`src/rtl/core/owbm_pkg.sv`:
```
// ----------------------------------------------------------------------------
// owbm_pkg
// Types and constants of the 1-Wire bus master: phase encoding, request kinds,
// register indexes and register reset values.
// ----------------------------------------------------------------------------
package owbm_pkg;

	localparam int unsigned NUM_REGS = 8;
	localparam int unsigned REG_W    = 10;

	typedef logic [REG_W-1:0] ticks_t;
	typedef logic [2:0]       reg_idx_t;

	typedef enum logic [2:0] {
		PH_IDLE    = 3'd0,
		PH_RST_LOW = 3'd1,
		PH_PWAIT   = 3'd2,
		PH_WR_LOW  = 3'd3,
		PH_WR_DATA = 3'd4,
		PH_RD_LOW  = 3'd5,
		PH_RD_SAMP = 3'd6,
		PH_TAIL    = 3'd7
	} phase_t;

	typedef enum logic [1:0] {
		KIND_TICK  = 2'd0,
		KIND_RESET = 2'd1,
		KIND_WRITE = 2'd2,
		KIND_READ  = 2'd3
	} kind_t;

	localparam reg_idx_t REG_RESET_LOW   = 3'd0;
	localparam reg_idx_t REG_PRES_WAIT   = 3'd1;
	localparam reg_idx_t REG_PRES_TAIL   = 3'd2;
	localparam reg_idx_t REG_WRITE_LOW   = 3'd3;
	localparam reg_idx_t REG_WRITE_DATA  = 3'd4;
	localparam reg_idx_t REG_READ_LOW    = 3'd5;
	localparam reg_idx_t REG_READ_SAMPLE = 3'd6;
	localparam reg_idx_t REG_READ_TAIL   = 3'd7;

	// Marks a tail phase that belongs to a reset sequence rather than a read slot.
	localparam logic [3:0] RESET_MARK = 4'd15;
	localparam logic [3:0] BITS_PER_BYTE = 4'd8;

	localparam ticks_t REG_RESET_VALS [NUM_REGS] = '{
		10'd600, 10'd80, 10'd600, 10'd15, 10'd80, 10'd1, 10'd10, 10'd45
	};

endpackage

```
`src/rtl/core/onewire_bus_master.sv`:
```
// ----------------------------------------------------------------------------
// onewire_bus_master
// 1-Wire bus master: reset/presence, byte write and byte read sequences,
// timed by tick requests that carry the sampled bus level.
// ----------------------------------------------------------------------------
//   channel   direction   handshake            payload
//   in        input       in_valid/in_stall    kind, data_byte, bus_level
//   out       output      out_valid/out_stall  drive_low, busy_res, done_res,
//                                              presence, read_byte
//   cfg       input       cfg_wr_en            cfg_index, cfg_data
//
// One request is taken per cycle while in_stall is low; each gives one result
// through the input register, then the result register. The phase machine
// updates once per request.
// arst_n clears the phase machine and both valid flags and loads the register reset values.
// A stalled result holds; the input register keeps taking requests until both
// stages are full.
module onewire_bus_master (
	input  logic                    clk,
	input  logic                    arst_n,
	input  logic                    in_valid,
	output logic                    in_stall,
	input  logic [1:0]              kind,
	input  logic [7:0]              data_byte,
	input  logic                    bus_level,
	output logic                    out_valid,
	input  logic                    out_stall,
	output logic                    drive_low,
	output logic                    busy_res,
	output logic                    done_res,
	output logic                    presence,
	output logic [7:0]              read_byte,
	input  logic                    cfg_wr_en,
	input  owbm_pkg::reg_idx_t      cfg_index,
	input  owbm_pkg::ticks_t        cfg_data
);
	import owbm_pkg::*;

	ticks_t     regs_q [NUM_REGS];

	logic       valid_s1;
	logic [1:0] kind_s1;
	logic [7:0] data_s1;
	logic       level_s1;

	logic       valid_s2;
	logic       drive_s2;
	logic       busy_s2;
	logic       done_s2;
	logic       pres_s2;
	logic [7:0] rbyte_s2;

	phase_t     phase_q, phase_d;
	ticks_t     timer_q, timer_d;
	logic [3:0] bits_q, bits_d;
	logic [7:0] shift_q, shift_d;
	logic       pres_q, pres_d;
	logic       line_q, line_d;
	logic [7:0] rres_q, rres_d;
	logic       done_d;

	logic       advance;
	logic       step;
	ticks_t     timer_inc;
	ticks_t     lim;
	logic [3:0] bits_inc;
	logic [7:0] shift_rd;

	assign advance  = !valid_s2 || !out_stall;
	assign step     = valid_s1 && advance;
	assign in_stall = valid_s1 && !advance;

	// Configuration registers.
	always_ff @(posedge clk or negedge arst_n) begin
		if (!arst_n) begin
			for (int i = 0; i < NUM_REGS; i++) begin
				regs_q[i] <= REG_RESET_VALS[i];
			end
		end else if (cfg_wr_en) begin
			regs_q[cfg_index] <= cfg_data;
		end
	end

	// Input register.
	always_ff @(posedge clk or negedge arst_n) begin
		if (!arst_n) begin
			valid_s1 <= 1'b0;
		end else if (!in_stall) begin
			valid_s1 <= in_valid;
		end
	end

	always_ff @(posedge clk) begin
		if (in_valid && !in_stall) begin
			kind_s1  <= kind;
			data_s1  <= data_byte;
			level_s1 <= bus_level;
		end
	end

	assign timer_inc = timer_q + 10'd1;
	assign bits_inc  = bits_q + 4'd1;
	assign shift_rd  = {level_s1, shift_q[7:1]};

	always_comb begin
		unique case (phase_q)
			PH_RST_LOW: lim = regs_q[REG_RESET_LOW];
			PH_PWAIT:   lim = regs_q[REG_PRES_WAIT];
			PH_WR_LOW:  lim = regs_q[REG_WRITE_LOW];
			PH_WR_DATA: lim = regs_q[REG_WRITE_DATA];
			PH_RD_LOW:  lim = regs_q[REG_READ_LOW];
			PH_RD_SAMP: lim = regs_q[REG_READ_SAMPLE];
			default:    lim = (bits_q == RESET_MARK) ? regs_q[REG_PRES_TAIL]
			                                         : regs_q[REG_READ_TAIL];
		endcase
	end

	// Next state of the phase machine for the request in the input register.
	always_comb begin
		phase_d = phase_q;
		timer_d = timer_q;
		bits_d  = bits_q;
		shift_d = shift_q;
		pres_d  = pres_q;
		line_d  = line_q;
		rres_d  = rres_q;
		done_d  = 1'b0;
		if (phase_q == PH_IDLE) begin
			unique case (kind_t'(kind_s1))
				KIND_RESET: begin
					pres_d  = 1'b0;
					bits_d  = 4'd0;
					phase_d = PH_RST_LOW;
					timer_d = '0;
					line_d  = 1'b1;
				end
				KIND_WRITE: begin
					shift_d = data_s1;
					bits_d  = 4'd0;
					phase_d = PH_WR_LOW;
					timer_d = '0;
					line_d  = 1'b1;
				end
				KIND_READ: begin
					shift_d = 8'd0;
					bits_d  = 4'd0;
					phase_d = PH_RD_LOW;
					timer_d = '0;
					line_d  = 1'b1;
				end
				default: ;
			endcase
		end else if (kind_t'(kind_s1) == KIND_TICK) begin
			timer_d = timer_inc;
			if (timer_inc >= lim) begin
				timer_d = '0;
				unique case (phase_q)
					PH_RST_LOW: begin
						phase_d = PH_PWAIT;
						line_d  = 1'b0;
					end
					PH_PWAIT: begin
						pres_d = !level_s1;
						bits_d = RESET_MARK;
						line_d = 1'b0;
						// A zero tail ends the sequence on the sampling tick.
						if (regs_q[REG_PRES_TAIL] == '0) begin
							phase_d = PH_IDLE;
							done_d  = 1'b1;
						end else begin
							phase_d = PH_TAIL;
						end
					end
					PH_WR_LOW: begin
						phase_d = PH_WR_DATA;
						line_d  = !shift_q[0];
					end
					PH_WR_DATA: begin
						shift_d = {1'b0, shift_q[7:1]};
						bits_d  = bits_inc;
						if (bits_inc >= BITS_PER_BYTE) begin
							phase_d = PH_IDLE;
							line_d  = 1'b0;
							done_d  = 1'b1;
						end else begin
							phase_d = PH_WR_LOW;
							line_d  = 1'b1;
						end
					end
					PH_RD_LOW: begin
						phase_d = PH_RD_SAMP;
						line_d  = 1'b0;
					end
					PH_RD_SAMP: begin
						shift_d = shift_rd;
						bits_d  = bits_inc;
						line_d  = 1'b0;
						phase_d = PH_TAIL;
						if (regs_q[REG_READ_TAIL] == '0) begin
							if (bits_inc >= BITS_PER_BYTE) begin
								rres_d  = shift_rd;
								phase_d = PH_IDLE;
								done_d  = 1'b1;
							end else begin
								phase_d = PH_RD_LOW;
								line_d  = 1'b1;
							end
						end
					end
					default: begin
						if (bits_q == RESET_MARK) begin
							phase_d = PH_IDLE;
							line_d  = 1'b0;
							done_d  = 1'b1;
						end else if (bits_q >= BITS_PER_BYTE) begin
							rres_d  = shift_q;
							phase_d = PH_IDLE;
							line_d  = 1'b0;
							done_d  = 1'b1;
						end else begin
							phase_d = PH_RD_LOW;
							line_d  = 1'b1;
						end
					end
				endcase
			end
		end
	end

	always_ff @(posedge clk or negedge arst_n) begin
		if (!arst_n) begin
			phase_q <= PH_IDLE;
			timer_q <= '0;
			bits_q  <= 4'd0;
			shift_q <= 8'd0;
			pres_q  <= 1'b0;
			line_q  <= 1'b0;
			rres_q  <= 8'd0;
		end else if (step) begin
			phase_q <= phase_d;
			timer_q <= timer_d;
			bits_q  <= bits_d;
			shift_q <= shift_d;
			pres_q  <= pres_d;
			line_q  <= line_d;
			rres_q  <= rres_d;
		end
	end

	// Result register.
	always_ff @(posedge clk or negedge arst_n) begin
		if (!arst_n) begin
			valid_s2 <= 1'b0;
		end else if (advance) begin
			valid_s2 <= valid_s1;
		end
	end

	always_ff @(posedge clk) begin
		if (step) begin
			drive_s2 <= line_d;
			busy_s2  <= (phase_d != PH_IDLE);
			done_s2  <= done_d;
			pres_s2  <= pres_d;
			rbyte_s2 <= rres_d;
		end
	end

	always_comb begin
		out_valid = valid_s2;
		drive_low = drive_s2;
		busy_res  = busy_s2;
		done_res  = done_s2;
		presence  = pres_s2;
		read_byte = rbyte_s2;
	end

endmodule

```
`config.mk`:
```
export PLATFORM = sky130hd
export DESIGN_NAME = onewire_bus_master
export DESIGN_NICKNAME = d
export VERILOG_FILES = /design/src/rtl/core/owbm_pkg.sv /design/src/rtl/core/onewire_bus_master.sv
export SDC_FILE = /design/constraint.sdc
export NUM_CORES = 1
export LEC_CHECK = 0
export BUFFER_PORTS_ARGS = -buffer_cell sky130_fd_sc_hd__buf_2
export CORE_MARGIN = 3
export CORE_UTILIZATION = 60
export CTS_CLUSTER_DIAMETER = 100
export DETAILED_ROUTE_END_ITERATION = 10
export PLACE_DENSITY = 0.78
export REMOVE_ABC_BUFFERS = 1
export SYNTH_ARGS = -nofsm -noshare
export SYNTH_HDL_FRONTEND = slang
export SYNTH_SLANG_ARGS = --single-unit
```
`constraint.sdc`:
```
create_clock -name clk -period 10.4 [get_ports clk]
set_clock_uncertainty 0.15 [all_clocks]
set_input_delay 2.08 -clock clk [delete_from_list [all_inputs] [get_ports clk]]
set_output_delay 2.08 -clock clk [all_outputs]
set_load 0.03 [all_outputs]
```
* Word-level counts from Yosys, hierarchy flattened *
Index checks and enable logic that the tools add are counted.

word-level totals
  register bits = 140
  input port bits = 29
  output and inout bits = 14
  logic and storage cells = 134

operators by class
  add/sub/neg operators = 2
  order comparisons = 5
  equality and inequality tests = 12
  multiplexer cells = 58
  bitwise logic cells = 3
  reductions and logical operators = 29

operators with widths
  kind                   number
  $bwmux 80              1
  $mux 8                 10
  $mux 10                6
  $pmux 10 s6            1
  $pmux 8 s2             3
  $demux 10 s3           1
  $mux 3                 8
  $logic_not 10->1       2
  $mux 1                 18
  $pmux 3 s6             1
  $mux 4                 4
  $ge 4x4->1 const B     3
  $reduce_or 3->1        4
  $add 10x1->10 const B  1
  $ge 10x10->1           1
  $reduce_and 5->1       2
  $eq 3x3->1 const B     3
  $pmux 3 s3             1
  $reduce_bool 3->1      3
  $pmux 1 s4             2
  $pmux 4 s2             1
  $eq 3x2->1 const B     2
  $logic_not 1->1        6
  $reduce_or 5->1        1
  other kinds (18)       24

* Depth between registers and ports, before layout *
Gate-level depths: netlist of the first run.

  word-level depth = 9
  gate-level depth with buffers = 16

* Least setup slack after synthesis of the first run *
Ideal clock, no wire load.

  path kind = input -> output
  start = input port out_stall
  end = output port in_stall
  arrival time = 2380 ps
  data required time = 8170 ps
  setup slack = 5790 ps
  stages = 2
  cell sequence = nand3_1 > inv_1

on the way
  cells in the longest elaborated chain, start to end = 4

RTL lines
  item               RTL line                  text
  from (decl)        onewire_bus_master.sv:27  input logic out_stall,
  $logic_not 1->1    onewire_bus_master.sv:69  assign advance = !valid_s2 || !out_stall;
  $logic_or 1x1->1   onewire_bus_master.sv:69
  $logic_not 1->1    onewire_bus_master.sv:71  assign in_stall = valid_s1 && !advance;
  $logic_and 1x1->1  onewire_bus_master.sv:71
  to (decl)          onewire_bus_master.sv:22  output logic in_stall,

No other way between the ends.

* Final worst setup path of the first run *
  start = register phase_q[2]
  end = register rres_q[4]

on the way
  cells in the longest elaborated chain, start to end = 6

RTL lines
  item                                                   RTL line                                              text
  from (decl)                                            onewire_bus_master.sv:53                              phase_t phase_q, phase_d;
  from (signal assigned)                                 onewire_bus_master.sv:240                             phase_q <= phase_d;
  $eq 3x3->1 (tied with other cells)                     onewire_bus_master.sv:106, onewire_bus_master.sv:157
  $pmux 10 s6 / $reduce_or 5->1 (equally long branches)  -
  $ge 10x10->1 / $pmux 8 s2 (equally long branches)      onewire_bus_master.sv:155, onewire_bus_master.sv:157
  $mux 8                                                 onewire_bus_master.sv:155                             if (timer_inc >= lim) begin
  $mux 8                                                 onewire_bus_master.sv:153                             end else if (kind_t'(kind_s1) == KIND_TICK) begin
  $mux 8 (*)                                             onewire_bus_master.sv:128                             if (phase_q == PH_IDLE) begin
  to (signal assigned)                                   onewire_bus_master.sv:246                             rres_q <= rres_d;
  to (decl)                                              onewire_bus_master.sv:59                              logic [7:0] rres_q, rres_d;

Every way passes the cells marked *; elsewhere a longest branch is shown, timed or not.
A chain may end at the register's enable or synchronous reset.

==> results of run 1 <==
flip-flops by register name (all words and copies together), names as in the netlist, 2 cells and up:
register / count
regs_q: 80
timer_q: 10
data_s1: 8
read_byte: 8
rres_q: 8
shift_q: 8
bits_q: 4
phase_q: 3
kind_s1: 2
critical path, stage by stage (launching register included):
cell,delay [ps]
sky130_fd_sc_hd__dfrtp_1,330
sky130_fd_sc_hd__buf_4,410
sky130_fd_sc_hd__nor2_1,120
sky130_fd_sc_hd__nand2_1,610
sky130_fd_sc_hd__and2_1,500
sky130_fd_sc_hd__o21ai_0,280
sky130_fd_sc_hd__ha_1,360
sky130_fd_sc_hd__nand4_1,130
sky130_fd_sc_hd__or3b_1,400
sky130_fd_sc_hd__o221ai_1,320
sky130_fd_sc_hd__nand2_1,310
sky130_fd_sc_hd__nor3_4,460
sky130_fd_sc_hd__nand2_2,210
sky130_fd_sc_hd__o2bb2ai_1,180
worst min-delay path by stage:
stage                     startpoint         end  cells after the start
after floorplan             valid_s1   out_valid                      1
after global placement    regs_q[22]  regs_q[22]                      1
after detailed placement  regs_q[49]  regs_q[49]                      1
after CTS                 regs_q[49]  regs_q[49]                      1
after global routing      regs_q[16]  regs_q[16]                      1
final                     regs_q[49]  regs_q[49]                      1
layout make-up:
type,count,area [um2],share of cell area
well taps,143,179,0.0222
repair buffers,49,265,0.0330
clock buffers,23,490,0.0610
inverters,17,63.8,0.00794
multi-input cells,455,3260,0.406
flip-flops and latches,140,3650,0.454
clock inverters,9,134,0.0166
cell usage in the layout, fill, tap and decap left out, types with 4 or more instances in the layout:
| cell | instances |
|---|---|
| sky130_fd_sc_hd__dfrtp_1 | 94 |
| sky130_fd_sc_hd__mux2_2 | 90 |
| sky130_fd_sc_hd__nand2_1 | 57 |
| sky130_fd_sc_hd__o21ai_0 | 52 |
| sky130_fd_sc_hd__nor2_1 | 44 |
| sky130_fd_sc_hd__buf_2 | 41 |
| sky130_fd_sc_hd__a21oi_1 | 38 |
| sky130_fd_sc_hd__edfxtp_1 | 23 |
| sky130_fd_sc_hd__dfstp_2 | 23 |
| sky130_fd_sc_hd__mux2i_1 | 19 |
| sky130_fd_sc_hd__clkbuf_16 | 19 |
| sky130_fd_sc_hd__nand3_1 | 15 |
| sky130_fd_sc_hd__inv_1 | 15 |
| sky130_fd_sc_hd__ha_1 | 13 |
| sky130_fd_sc_hd__nand2b_1 | 11 |
| sky130_fd_sc_hd__nor3_1 | 9 |
| sky130_fd_sc_hd__o2bb2ai_1 | 9 |
| sky130_fd_sc_hd__buf_4 | 8 |
| sky130_fd_sc_hd__and3_1 | 7 |
| sky130_fd_sc_hd__a221oi_1 | 7 |
| sky130_fd_sc_hd__a22oi_1 | 7 |
| sky130_fd_sc_hd__xnor2_1 | 6 |
| sky130_fd_sc_hd__nor4_1 | 6 |
| sky130_fd_sc_hd__nand4_1 | 5 |
| sky130_fd_sc_hd__a21o_1 | 4 |
| sky130_fd_sc_hd__xor2_1 | 4 |
| sky130_fd_sc_hd__o22ai_1 | 4 |
| sky130_fd_sc_hd__nor3b_1 | 4 |
| sky130_fd_sc_hd__clkbuf_1 | 4 |
power breakdown:
group / internal, mW / switching (mW)
Clock: 0.406 / 0.229
Combinational: 0.287 / 0.458
Sequential: 0.688 / 0.0852
routing by layer:
| layer | routed length [um] | up-vias |
|---|---|---|
| li1 | - | 2431 |
| met1 | 7020 | 2605 |
| met2 | 8160 | 178 |
| met3 | 923 | 29 |
| met4 | 337 | 0 |
| met5 | 0 | - |
cell families (layout without fill, tap and decap cells):
family,after synthesis,in the layout,synth area share
AND/OR/NAND/NOR,176,176,0.123
AO/OA/AOI/OAI,147,147,0.132
buffers and inverters,50,98,0.0276
multiplexers,109,109,0.169
XOR/XNOR,10,10,0.0123
flip-flops,140,140,0.513
adder cells (fa/ha/maj),13,13,0.0229
==> summary.json, run 1 <==
{
  "outcome": {
    "outcome": "completed"
  },
  "clocking": {
    "hold_buffers": 0,
    "cts_post_setup_buffers_inserted": 0,
    "clk_latency_ps": 420,
    "h-tree-depth": 4,
    "cts_made_buffers": 17,
    "cts_repair_resize_count": 0,
    "clock-sinks": 140,
    "clock_tree.buffer_depth": 2,
    "cts_tree": "done",
    "ctsRootBufferMaster": "sky130_fd_sc_hd__clkbuf_16",
    "cts.clk_slew.worst_paths_ps": 60
  },
  "grt": {
    "use_met2": 0.419,
    "grt.busiest_layer": "met2",
    "wire_length_of_the_first_global_routing_pass_um": 26600,
    "antenna_found_initial": 0,
    "grt_pass1_vias": 5254,
    "groute.layer.met3.usage": 0.0600,
    "grt.overflow.total": 0,
    "largest_net_degree_at_the_start_of_global_routing": 68,
    "global_route.usage.met1": 0.345,
    "grt_use_total": 0.261
  },
  "cells_and_area": {
    "final-instance-count-excl-fill": 836,
    "layout_cells_sized_above_1": 0.287,
    "n_fill_cell": 812,
    "fin_util": 0.698,
    "synthToLayoutAreaGrowth_pct": 13.2,
    "antenna-diode-count": 0,
    "stdcell_area_mm2": 0.00804,
    "finish.net_count": 722
  },
  "logic_synthesis": {
    "synth_top_flop_cell": "sky130_fd_sc_hd__dfrtp_1",
    "synth.ff_latch_count": 140,
    "post_synth_arst_share": 0.836,
    "synthDominantAreaCellType": "sky130_fd_sc_hd__dfrtp_1",
    "mappedNetlistArea_mm2": 0.00711,
    "post-synth-top-area-fraction": 0.331,
    "synthesis.instances": 645,
    "sequential_share_of_the_synthesized_area": 0.513,
    "synth.distinct_cells": 61,
    "synthesis.area_per_instance_um2": 11.0,
    "post_synth_main_area_contributors": "sky130_fd_sc_hd__dfrtp_1 (33%), sky130_fd_sc_hd__mux2_2 (14%), sky130_fd_sc_hd__edfxtp_1 (9.7%)",
    "synth_warnings": 0,
    "most_common_cell_in_the_netlist": "sky130_fd_sc_hd__dfrtp_1",
    "synth_enable_flop_cells": 23,
    "post_synth_most_frequent_cells": "sky130_fd_sc_hd__dfrtp_1 (94), sky130_fd_sc_hd__mux2_2 (90), sky130_fd_sc_hd__nand2_1 (57), sky130_fd_sc_hd__o21ai_0 (52), sky130_fd_sc_hd__nor2_1 (44)"
  },
  "worst_setup_path": {
    "capturing_element_of_the_worst_setup_path": "rres_q[4]",
    "timing_worst_setup_path_type": "reg -> reg",
    "required_ps": 10520,
    "timing.reg2reg.setup_slack_ps": 5450,
    "worst_setup_path_end_kind": "register",
    "crit-reg2reg-launch": "phase_q[2]",
    "worst-path-max-fanout": 47,
    "worst_r2r_path_depth": 13,
    "setup.worst_path.start": "phase_q[2]",
    "reg2reg_to": "rres_q[4]",
    "setup.worst_path.start_class": "register",
    "worstPathArrival_ps": 5070
  },
  "job": {
    "max_cap_violations": 0
  },
  "pwr": {
    "fin_total_pwr_mw": 2.15,
    "max-vdd-ir-drop_uv": 149,
    "power_per_cell_area_mw_per_mm2": 268,
    "power_leakage_nw": 3.38
  },
  "timing": {
    "setup-violations-final": 0,
    "transition_time_at_the_pin_with_the_least_slew_margin_ps": 1190,
    "finalHoldWorstSlack_ps": 352,
    "max-slew-margin-rel": 0.202,
    "hold_violations": 0,
    "rsz0062_at_grt": "no",
    "final-max-slew-violation-count": 0,
    "period_minus_slack_ps": 4950,
    "final_critical_path_setup_slack_ps": 5450,
    "max_freq_mhz": 202,
    "setup_total_negative_slack_ps": 0,
    "final.period_utilization": 0.476
  },
  "floorplan": {
    "floorplan.initialDensity": 0.617,
    "floorplan.die.width_um": 115,
    "rows": 39,
    "chipHeight_um": 115,
    "design.die.area_mm2": 0.0132,
    "core-area_mm2": 0.0115,
    "pin_count": 43
  },
  "drt": {
    "firstDrtPassIters": 5,
    "final_antenna_net_count": 0,
    "route.vias.total": 5243,
    "route.final.wire_length_um": 16400,
    "detailedRoute.firstIterationViolations": 418,
    "drc": 0,
    "routedWlPerCell_um": 19.7,
    "drt-vias-per-instance": 6.27
  },
  "place": {
    "hpwl_um": 11100,
    "dpl-instance-area_mm2": 0.00742,
    "placed_cells": 804,
    "place.port_buffers": 42,
    "finalWeightedCongestion": 0.853,
    "pre_cts_ws_ps": 5340
  },
  "worst_hold_path": {
    "min-delay-path-class": "reg -> reg"
  }
}
Note: power is estimated with default switching activity, not from simulation.
==> inputs of run 2 (changes only) <==
Settings changed: ABC_AREA from default to 1, CORE_UTILIZATION 60 to 55, PLACE_DENSITY 0.78 to 0.75.
Clock period 10.4 ns to 4.1 ns, I/O delays scaled along.
==> summary.json, run 2 <==
{
  "pwr": {
    "max-vdd-ir-drop": {"value": 388, "unit": "uV", "change": "+160%"},
    "internal_power": {"value": 3.40, "unit": "mW", "change": "+150%"},
    "power_per_cell_area": {"value": 712, "unit": "mW/mm2", "change": "+170%"},
    "power_frac_comb": {"value": 0.371, "change": "+0.025"},
    "power.clock.fraction": {"value": 0.268, "change": "-0.027"},
    "power_leakage": {"value": 3.88, "unit": "nW", "change": "+15%"},
    "seq_power_share": {"value": 0.361, "change": "+0.002"},
    "fin_total_pwr": {"value": 5.67, "unit": "mW", "change": "+160%"},
    "sw_frac_of_total": {"value": 0.400, "change": "+0.0412"},
    "switchingPower": {"value": 2.27, "unit": "mW", "change": "+190%"}
  },
  "worst_setup_path": {
    "crit-reg2reg-launch": "phase_q[0]",
    "required": {"value": 4100, "unit": "ps", "change": "-6420 ps"},
    "worstPathArrival": {"value": 3840, "unit": "ps", "change": "-1230 ps"},
    "cell_by_cell_trace_of_the_critical_path": "inv_1 -> nor2_1 -> buf_4 -> nand2_1 -> clkinv_1 -> nand2_1 -> nand3_1 -> o21ai_0 -> ha_1 -> nand2_1 -> nand2_1 -> nand3_1 -> nand3_2 -> nand3_2 -> nor2_1 -> o21ai_1 -> nand2_1",
    "cpMostUsedCell": "sky130_fd_sc_hd__nand2_1",
    "timing_worst_setup_path_type": "reg -> reg",
    "worst_path_largest_cell_delay": {"value": 460, "unit": "ps", "change": "-150 ps"},
    "worst-path-max-fanout": {"value": 17, "change": "-64%"},
    "worst_r2r_path_depth": {"value": 17, "change": "+4"},
    "worst_path_max_delay_cell": "sky130_fd_sc_hd__dfrtp_1",
    "setup.worst_path.start_class": "register",
    "setup.worst_path.start": "phase_q[0]",
    "worst_setup_path_end_kind": "register"
  },
  "timing": {
    "rsz0062_at_grt": "no",
    "max-slew-margin-rel": {"value": 0.281, "change": "+0.0790"},
    "transition_time_at_the_pin_with_the_least_slew_margin": {"value": 1070, "unit": "ps", "change": "-116 ps"},
    "final_critical_path_setup_slack": {"value": 264, "unit": "ps", "change": "-5190 ps"},
    "setup_total_negative_slack": {"value": 0, "unit": "ps", "change": "unchanged"},
    "finalHoldWorstSlack": {"value": 303, "unit": "ps", "change": "-48.5 ps"},
    "period_minus_slack": {"value": 3840, "unit": "ps", "change": "-1110 ps"},
    "hold_violations": {"value": 0, "change": "unchanged"},
    "final.period_utilization": {"value": 0.936, "change": "+0.460"},
    "max_freq": {"value": 261, "unit": "MHz", "change": "+29%"},
    "final-max-slew-violation-count": {"value": 0, "change": "unchanged"},
    "setup-violations-final": {"value": 0, "change": "unchanged"}
  },
  "place": {
    "dpl-instance-area": {"value": 0.00737, "unit": "mm2", "change": "-0.61%"},
    "pre_cts_ws": {"value": 269, "unit": "ps", "change": "-5070 ps"},
    "finalWeightedCongestion": {"value": 0.922, "change": "+8.1%"},
    "place.port_buffers": {"value": 42, "change": "unchanged"},
    "hpwl": {"value": 11800, "unit": "um", "change": "+6.4%"}
  },
  "drt": {
    "routedWlPerCell": {"value": 16.4, "unit": "um", "change": "-16%"},
    "firstDrtPassIters": {"value": 5, "change": "unchanged"},
    "drt-vias-per-instance": {"value": 5.63, "change": "-10%"},
    "detailedRoute.firstIterationViolations": {"value": 490, "change": "+17%"},
    "route.final.wire_length": {"value": 17400, "unit": "um", "change": "+5.7%"},
    "route.vias.total": {"value": 5949, "change": "+13%"},
    "drc": {"value": 0, "change": "unchanged"},
    "final_antenna_net_count": {"value": 0, "change": "unchanged"}
  },
  "logic_synthesis": {
    "most_common_cell_in_the_netlist": "sky130_fd_sc_hd__nand2_1",
    "synthesis.instances": {"value": 843, "change": "+31%"},
    "post-synth-top-area-fraction": {"value": 0.333, "change": "+0.00241"},
    "post_synth_arst_share": {"value": 0.836, "change": "unchanged"},
    "synth.distinct_cells": {"value": 44, "change": "-28%"},
    "post_synth_main_area_contributors": "sky130_fd_sc_hd__dfrtp_1 (33%), sky130_fd_sc_hd__nand2_1 (13%), sky130_fd_sc_hd__edfxtp_1 (9.8%)",
    "sequential_share_of_the_synthesized_area": {"value": 0.517, "change": "+0.00373"},
    "synthDominantAreaCellType": "sky130_fd_sc_hd__dfrtp_1",
    "post_synth_most_frequent_cells": "sky130_fd_sc_hd__nand2_1 (244), sky130_fd_sc_hd__o21ai_0 (123), sky130_fd_sc_hd__dfrtp_1 (94), sky130_fd_sc_hd__inv_1 (78), sky130_fd_sc_hd__nor2_1 (56)",
    "synthesis.area_per_instance": {"value": 8.37, "unit": "um2", "change": "-24%"},
    "synth_enable_flop_cells": {"value": 23, "change": "unchanged"},
    "mappedNetlistArea": {"value": 0.00705, "unit": "mm2", "change": "-0.72%"},
    "synth_warnings": {"value": 0, "change": "unchanged"},
    "synth_top_flop_cell": "sky130_fd_sc_hd__dfrtp_1",
    "synth.ff_latch_count": {"value": 140, "change": "unchanged"}
  },
  "floorplan": {
    "floorplan.die.width": {"value": 119, "unit": "um", "change": "+3.9%"},
    "rows": {"value": 40, "change": "+2.6%"},
    "pin_count": {"value": 43, "change": "unchanged"},
    "design.die.area": {"value": 0.0142, "unit": "mm2", "change": "+7.9%"},
    "core-area": {"value": 0.0123, "unit": "mm2", "change": "+6.5%"},
    "chipHeight": {"value": 119, "unit": "um", "change": "+3.9%"},
    "floorplan.initialDensity": {"value": 0.575, "change": "-0.0417"}
  },
  "worst_hold_path": {
    "min-delay-path-class": "in -> async"
  },
  "cells_and_area": {
    "synthToLayoutAreaGrowth_pct": 12.9,
    "finish.net_count": {"value": 918, "change": "+27%"},
    "largest_register_by_flop_count": "regs_q",
    "reg.largest.list": "regs_q: 80 flops, timer_q: 10 flops",
    "stdcell_area": {"value": 0.00797, "unit": "mm2", "change": "-0.95%"},
    "layout_cells_sized_above_1": {"value": 0.147, "change": "-0.140"},
    "final_cell_mix": "sky130_fd_sc_hd__nand2_1 (243), sky130_fd_sc_hd__o21ai_0 (123), sky130_fd_sc_hd__dfrtp_1 (94)",
    "largest_reg_flops": {"value": 80, "change": "unchanged"},
    "mostFrequentLayoutCell": "sky130_fd_sc_hd__nand2_1",
    "antenna-diode-count": {"value": 0, "change": "unchanged"}
  },
  "clocking": {
    "clk_latency": {"value": 420, "unit": "ps", "change": "about the same"},
    "clock_tree.buffer_depth": {"value": 2, "change": "unchanged"},
    "cts_made_buffers": {"value": 17, "change": "unchanged"},
    "h-tree-depth": {"value": 4, "change": "unchanged"},
    "cts_tree": "done",
    "ctsRootBufferMaster": "sky130_fd_sc_hd__clkbuf_16",
    "clock-sinks": {"value": 140, "change": "unchanged"},
    "cts.clk_slew.worst_paths": {"value": 60, "unit": "ps", "change": "about the same"},
    "cts_post_setup_buffers_inserted": {"value": 0, "change": "unchanged"}
  },
  "job": {
    "max_cap_violations": {"value": 0, "change": "unchanged"}
  },
  "grt": {
    "antenna_found_initial": {"value": 0, "change": "unchanged"},
    "largest_net_degree_at_the_start_of_global_routing": {"value": 62, "change": "-8.8%"},
    "grt_pass1_vias": {"value": 5765, "change": "+9.7%"},
    "grt_use_total": {"value": 0.255, "change": "-0.00611"},
    "wire_length_of_the_first_global_routing_pass": {"value": 28600, "unit": "um", "change": "+7.4%"},
    "grt.overflow.total": {"value": 0, "change": "unchanged"}
  },
  "outcome": {
    "outcome": "completed"
  }
}
run 2: repair_timing:
action / CTS / global route
endpoints found under the hold margin: 0 / 0
setup endpoints to repair: 0 / 19
hold buffers: 0 / 0
gates resized for setup: 0 / 2
run 2: per-stage QoR:
| stage | std cells | util |
|---|---|---|
| 2_1_floorplan | 807 | - |
| 3_3_place_gp | 1025 | 0.601 |
| 3_5_place_dp | 1025 | 0.601 |
| 4_1_cts | 1057 | 0.649 |
| 5_1_grt | 1057 | 0.650 |
| 6_report | 1057 | 0.650 |
run 2: power by group through the flow:
stage / Sequential, mW / Combinational, mW / Clock (mW)
after floorplan: 2.07 / 1.40 / 0
after global placement: 2.05 / 2.01 / 0
after detailed placement: 2.06 / 2.06 / 0
after CTS: 2.04 / 2.08 / 1.53
after global routing: 2.09 / 2.37 / 1.61
final: 2.05 / 2.10 / 1.52
run 2: final timing paths:
check                                    end  slack [ps]
worst max-delay path            read_byte[1]         260
min in group clk                  regs_q[24]         340
worst min-delay path              timer_q[9]         300
worst min register to register    regs_q[24]         340
max in group asynchronous          regs_q[5]        2680
worst max register to register  read_byte[1]         260
run 2: cells by family (layout without fill, tap and decap cells):
| logic type | Yosys count | count (layout) | synth area share |
|---|---|---|---|
| and+or+nand+nor | 370 | 370 | 0.222 |
| AOI/OAI and AO/OA | 193 | 193 | 0.158 |
| DFF | 140 | 140 | 0.517 |
| buffers and inverters | 119 | 165 | 0.0701 |
| adders and majority gates | 13 | 13 | 0.0231 |
| xor gates and xnor gates | 8 | 8 | 0.00993 |
run 2: worst max-delay path, delay by kind of cell, from the launching register on:
kind                     cells  cell delay (ps)
flip-flops                   1              460
AND/OR/NAND/NOR             11             1420
AO/OA/AOI/OAI                2              540
buffers and inverters        3              670
adder cells (fa/ha/maj)      1              310
run 2: routing by layer:
layer	up-vias	track usage	share of wire
met5	-	0	0
met4	0	0.102	0.026
met3	39	0.0689	0.065
met2	219	0.413	0.49
met1	2837	0.327	0.42
li1	2854	-	-
run 2: area by class of cell:
class	count	area, um2
Fill cell	1015	4300
Sequential cell	140	3650
Multi-Input combinational cell	584	2930
Clock buffer	21	470
Inverter	83	312
Timing Repair Buffer	50	285
Tap cell	168	210
Clock inverter	11	114
==> inputs of run 3 (changes only) <==
Settings changed: CORE_UTILIZATION 55 to 45, PLACE_DENSITY 0.75 to 0.64.
==> summary.json, run 3 (synthesis results as in run 2) <==
{
  "timing": {
    "period_minus_slack": {"value": 3670, "unit": "ps", "change": "-171 ps"},
    "setup-violations-final": {"value": 0, "change": "unchanged"},
    "final-max-slew-violation-count": {"value": 0, "change": "unchanged"},
    "final_critical_path_setup_slack": {"value": 435, "unit": "ps", "change": "+171 ps"},
    "transition_time_at_the_pin_with_the_least_slew_margin": {"value": 1130, "unit": "ps", "change": "+60.9 ps"},
    "rsz0062_at_grt": "no",
    "max_freq": {"value": 273, "unit": "MHz", "change": "+4.7%"},
    "setup_total_negative_slack": {"value": 0, "unit": "ps", "change": "unchanged"},
    "max-slew-margin-rel": {"value": 0.240, "change": "-0.0408"},
    "hold_violations": {"value": 0, "change": "unchanged"},
    "final.period_utilization": {"value": 0.894, "change": "-0.0417"}
  },
  "pwr": {
    "power_per_cell_area": {"value": 708, "unit": "mW/mm2", "change": "-0.61%"},
    "power_leakage": {"value": 3.86, "unit": "nW", "change": "-0.48%"},
    "fin_total_pwr": {"value": 5.67, "unit": "mW", "change": "about the same"},
    "max-vdd-ir-drop": {"value": 415, "unit": "uV", "change": "+7.1%"}
  },
  "floorplan": {
    "floorplan.die.width": {"value": 131, "unit": "um", "change": "+10%"},
    "core-area": {"value": 0.0153, "unit": "mm2", "change": "+24%"},
    "design.die.area": {"value": 0.0172, "unit": "mm2", "change": "+21%"},
    "pin_count": {"value": 43, "change": "unchanged"},
    "chipHeight": {"value": 131, "unit": "um", "change": "+10%"},
    "floorplan.initialDensity": {"value": 0.462, "change": "-0.113"},
    "rows": {"value": 45, "change": "+13%"}
  },
  "grt": {
    "antenna_found_initial": {"value": 0, "change": "unchanged"},
    "wire_length_of_the_first_global_routing_pass": {"value": 28500, "unit": "um", "change": "-0.38%"},
    "grt_pass1_vias": {"value": 5410, "change": "-6.2%"},
    "largest_net_degree_at_the_start_of_global_routing": {"value": 72, "change": "+16%"},
    "grt_use_total": {"value": 0.205, "change": "-0.0505"},
    "grt.overflow.total": {"value": 0, "change": "unchanged"}
  },
  "worst_setup_path": {
    "timing.reg2reg.setup_slack": {"value": 430, "unit": "ps", "change": "+170 ps"},
    "crit-reg2reg-launch": "bits_q[0]",
    "worstPathArrival": {"value": 3670, "unit": "ps", "change": "-170 ps"},
    "worst-path-max-fanout": {"value": 17, "change": "unchanged"},
    "timing_worst_setup_path_type": "reg -> reg",
    "setup.worst_path.start": "bits_q[0]",
    "reg2reg_to": "read_byte[0]",
    "required": {"value": 4110, "unit": "ps", "change": "about the same"},
    "worst_r2r_path_depth": {"value": 18, "change": "+1"},
    "setup.worst_path.start_class": "register",
    "worst_setup_path_end_kind": "register"
  },
  "clocking": {
    "clock_tree.buffer_depth": {"value": 2, "change": "unchanged"},
    "h-tree-depth": {"value": 4, "change": "unchanged"},
    "cts_post_setup_buffers_inserted": {"value": 0, "change": "unchanged"},
    "cts_made_buffers": {"value": 17, "change": "unchanged"},
    "cts_tree": "done",
    "clk_latency": {"value": 420, "unit": "ps", "change": "about the same"},
    "cts_repair_resize_count": {"value": 0, "change": "unchanged"},
    "hold_buffers": {"value": 0, "change": "unchanged"},
    "ctsRootBufferMaster": "sky130_fd_sc_hd__clkbuf_16",
    "clock-sinks": {"value": 140, "change": "unchanged"},
    "cts.clk_slew.worst_paths": {"value": 60, "unit": "ps", "change": "about the same"}
  },
  "place": {
    "hpwl": {"value": 11500, "unit": "um", "change": "-2.4%"},
    "finalWeightedCongestion": {"value": 0.879, "change": "-4.7%"},
    "place.port_buffers": {"value": 42, "change": "unchanged"},
    "pre_cts_ws": {"value": 442, "unit": "ps", "change": "+173 ps"},
    "dpl-instance-area": {"value": 0.00743, "unit": "mm2", "change": "+0.73%"}
  },
  "drt": {
    "drt-vias-per-instance": {"value": 5.22, "change": "-7.3%"},
    "route.final.wire_length": {"value": 17200, "unit": "um", "change": "-1.1%"},
    "route.vias.total": {"value": 5741, "change": "-3.5%"},
    "firstDrtPassIters": {"value": 5, "change": "unchanged"},
    "final_antenna_net_count": {"value": 0, "change": "unchanged"},
    "drc": {"value": 0, "change": "unchanged"},
    "routedWlPerCell": {"value": 15.6, "unit": "um", "change": "-4.9%"},
    "detailedRoute.firstIterationViolations": {"value": 420, "change": "-14%"}
  },
  "cells_and_area": {
    "stdcell_area": {"value": 0.00801, "unit": "mm2", "change": "+0.53%"},
    "fin_util": {"value": 0.525, "change": "-0.125"},
    "mostFrequentLayoutCell": "sky130_fd_sc_hd__nand2_1",
    "largest_register_by_flop_count": "regs_q",
    "reg.largest.list": "regs_q: 80 flops, timer_q: 10 flops",
    "largest_reg_flops": {"value": 80, "change": "unchanged"},
    "layout_cells_sized_above_1": {"value": 0.139, "change": "-0.00787"},
    "antenna-diode-count": {"value": 0, "change": "unchanged"},
    "final_cell_mix": "sky130_fd_sc_hd__nand2_1 (244), sky130_fd_sc_hd__o21ai_0 (123), sky130_fd_sc_hd__dfrtp_1 (94)",
    "synthToLayoutAreaGrowth_pct": 13.5,
    "finish.net_count": {"value": 918, "change": "unchanged"},
    "n_fill_cell": {"value": 1430, "change": "+41%"}
  },
  "worst_hold_path": {
    "worst_hold_startpoint": "regs_q[77]",
    "worst_hold_path.endpoint": "regs_q[77]",
    "min-delay-path-class": "reg -> reg",
    "worst_hold_path.num_cells": 2
  },
  "outcome": {
    "outcome": "completed"
  },
  "job": {
    "max_cap_violations": {"value": 0, "change": "unchanged"}
  }
}
-- run 3: area by class of cell --
| cell class | count | area, um2 | area share |
|---|---|---|---|
| Clock buffer | 20 | 437 | 0.0545 |
| Sequential cell | 140 | 3650 | 0.455 |
| Tap cell | 211 | 264 | 0.0330 |
| Clock inverter | 12 | 145 | 0.0181 |
| Inverter | 83 | 312 | 0.0389 |
| Timing Repair Buffer | 50 | 285 | 0.0356 |
| Multi-Input combinational cell | 584 | 2920 | 0.364 |
-- run 3: where the power goes --
part / internal [mW] / switching [mW]
combinational: 0.668 / 1.42
clock: 0.952 / 0.590
sequential: 1.80 / 0.243
-- run 3: how the worst max path moves through the flow --
stage	to	cells after the start
global route	rres_q[2]	20
CTS	read_byte[0]	18
floorplan	read_byte[0]	19
finish	read_byte[0]	18
detailed placement	read_byte[0]	18
global placement	read_byte[7]	18
-- run 3: critical path, stage by stage, from the launching register on --
cell	delay (ps)
sky130_fd_sc_hd__dfrtp_1	390
sky130_fd_sc_hd__ha_1	190
sky130_fd_sc_hd__nand2_1	70
sky130_fd_sc_hd__inv_1	200
sky130_fd_sc_hd__nand2_1	310
sky130_fd_sc_hd__nand2_1	160
sky130_fd_sc_hd__a21oi_1	90
sky130_fd_sc_hd__nor4_1	400
sky130_fd_sc_hd__ha_1	300
sky130_fd_sc_hd__nand2_1	80
sky130_fd_sc_hd__inv_1	40
sky130_fd_sc_hd__nand2_1	60
sky130_fd_sc_hd__nand2_1	50
sky130_fd_sc_hd__nand2_1	70
sky130_fd_sc_hd__nand3_2	240
sky130_fd_sc_hd__nand3_2	340
sky130_fd_sc_hd__nor2_1	80
sky130_fd_sc_hd__o21ai_1	90
sky130_fd_sc_hd__nand2_1	90
-- run 3: per-layer routing --
layer / wire, um / vias up / share of wire / GRT usage
li1: - / 2856 / - / -
met1: 8160 / 2739 / 0.48 / 0.293
met2: 8160 / 126 / 0.48 / 0.324
met3: 651 / 20 / 0.038 / 0.0391
met4: 204 / 0 / 0.012 / 0.0513
met5: 0 / - / 0 / 0
-- run 3: through the flow --
step,hold WS (ps),std cells
6_report,338,1100
5_1_grt,356,1100
4_1_cts,337,1100
3_5_place_dp,319,1068
3_3_place_gp,310,1068
2_1_floorplan,298,807
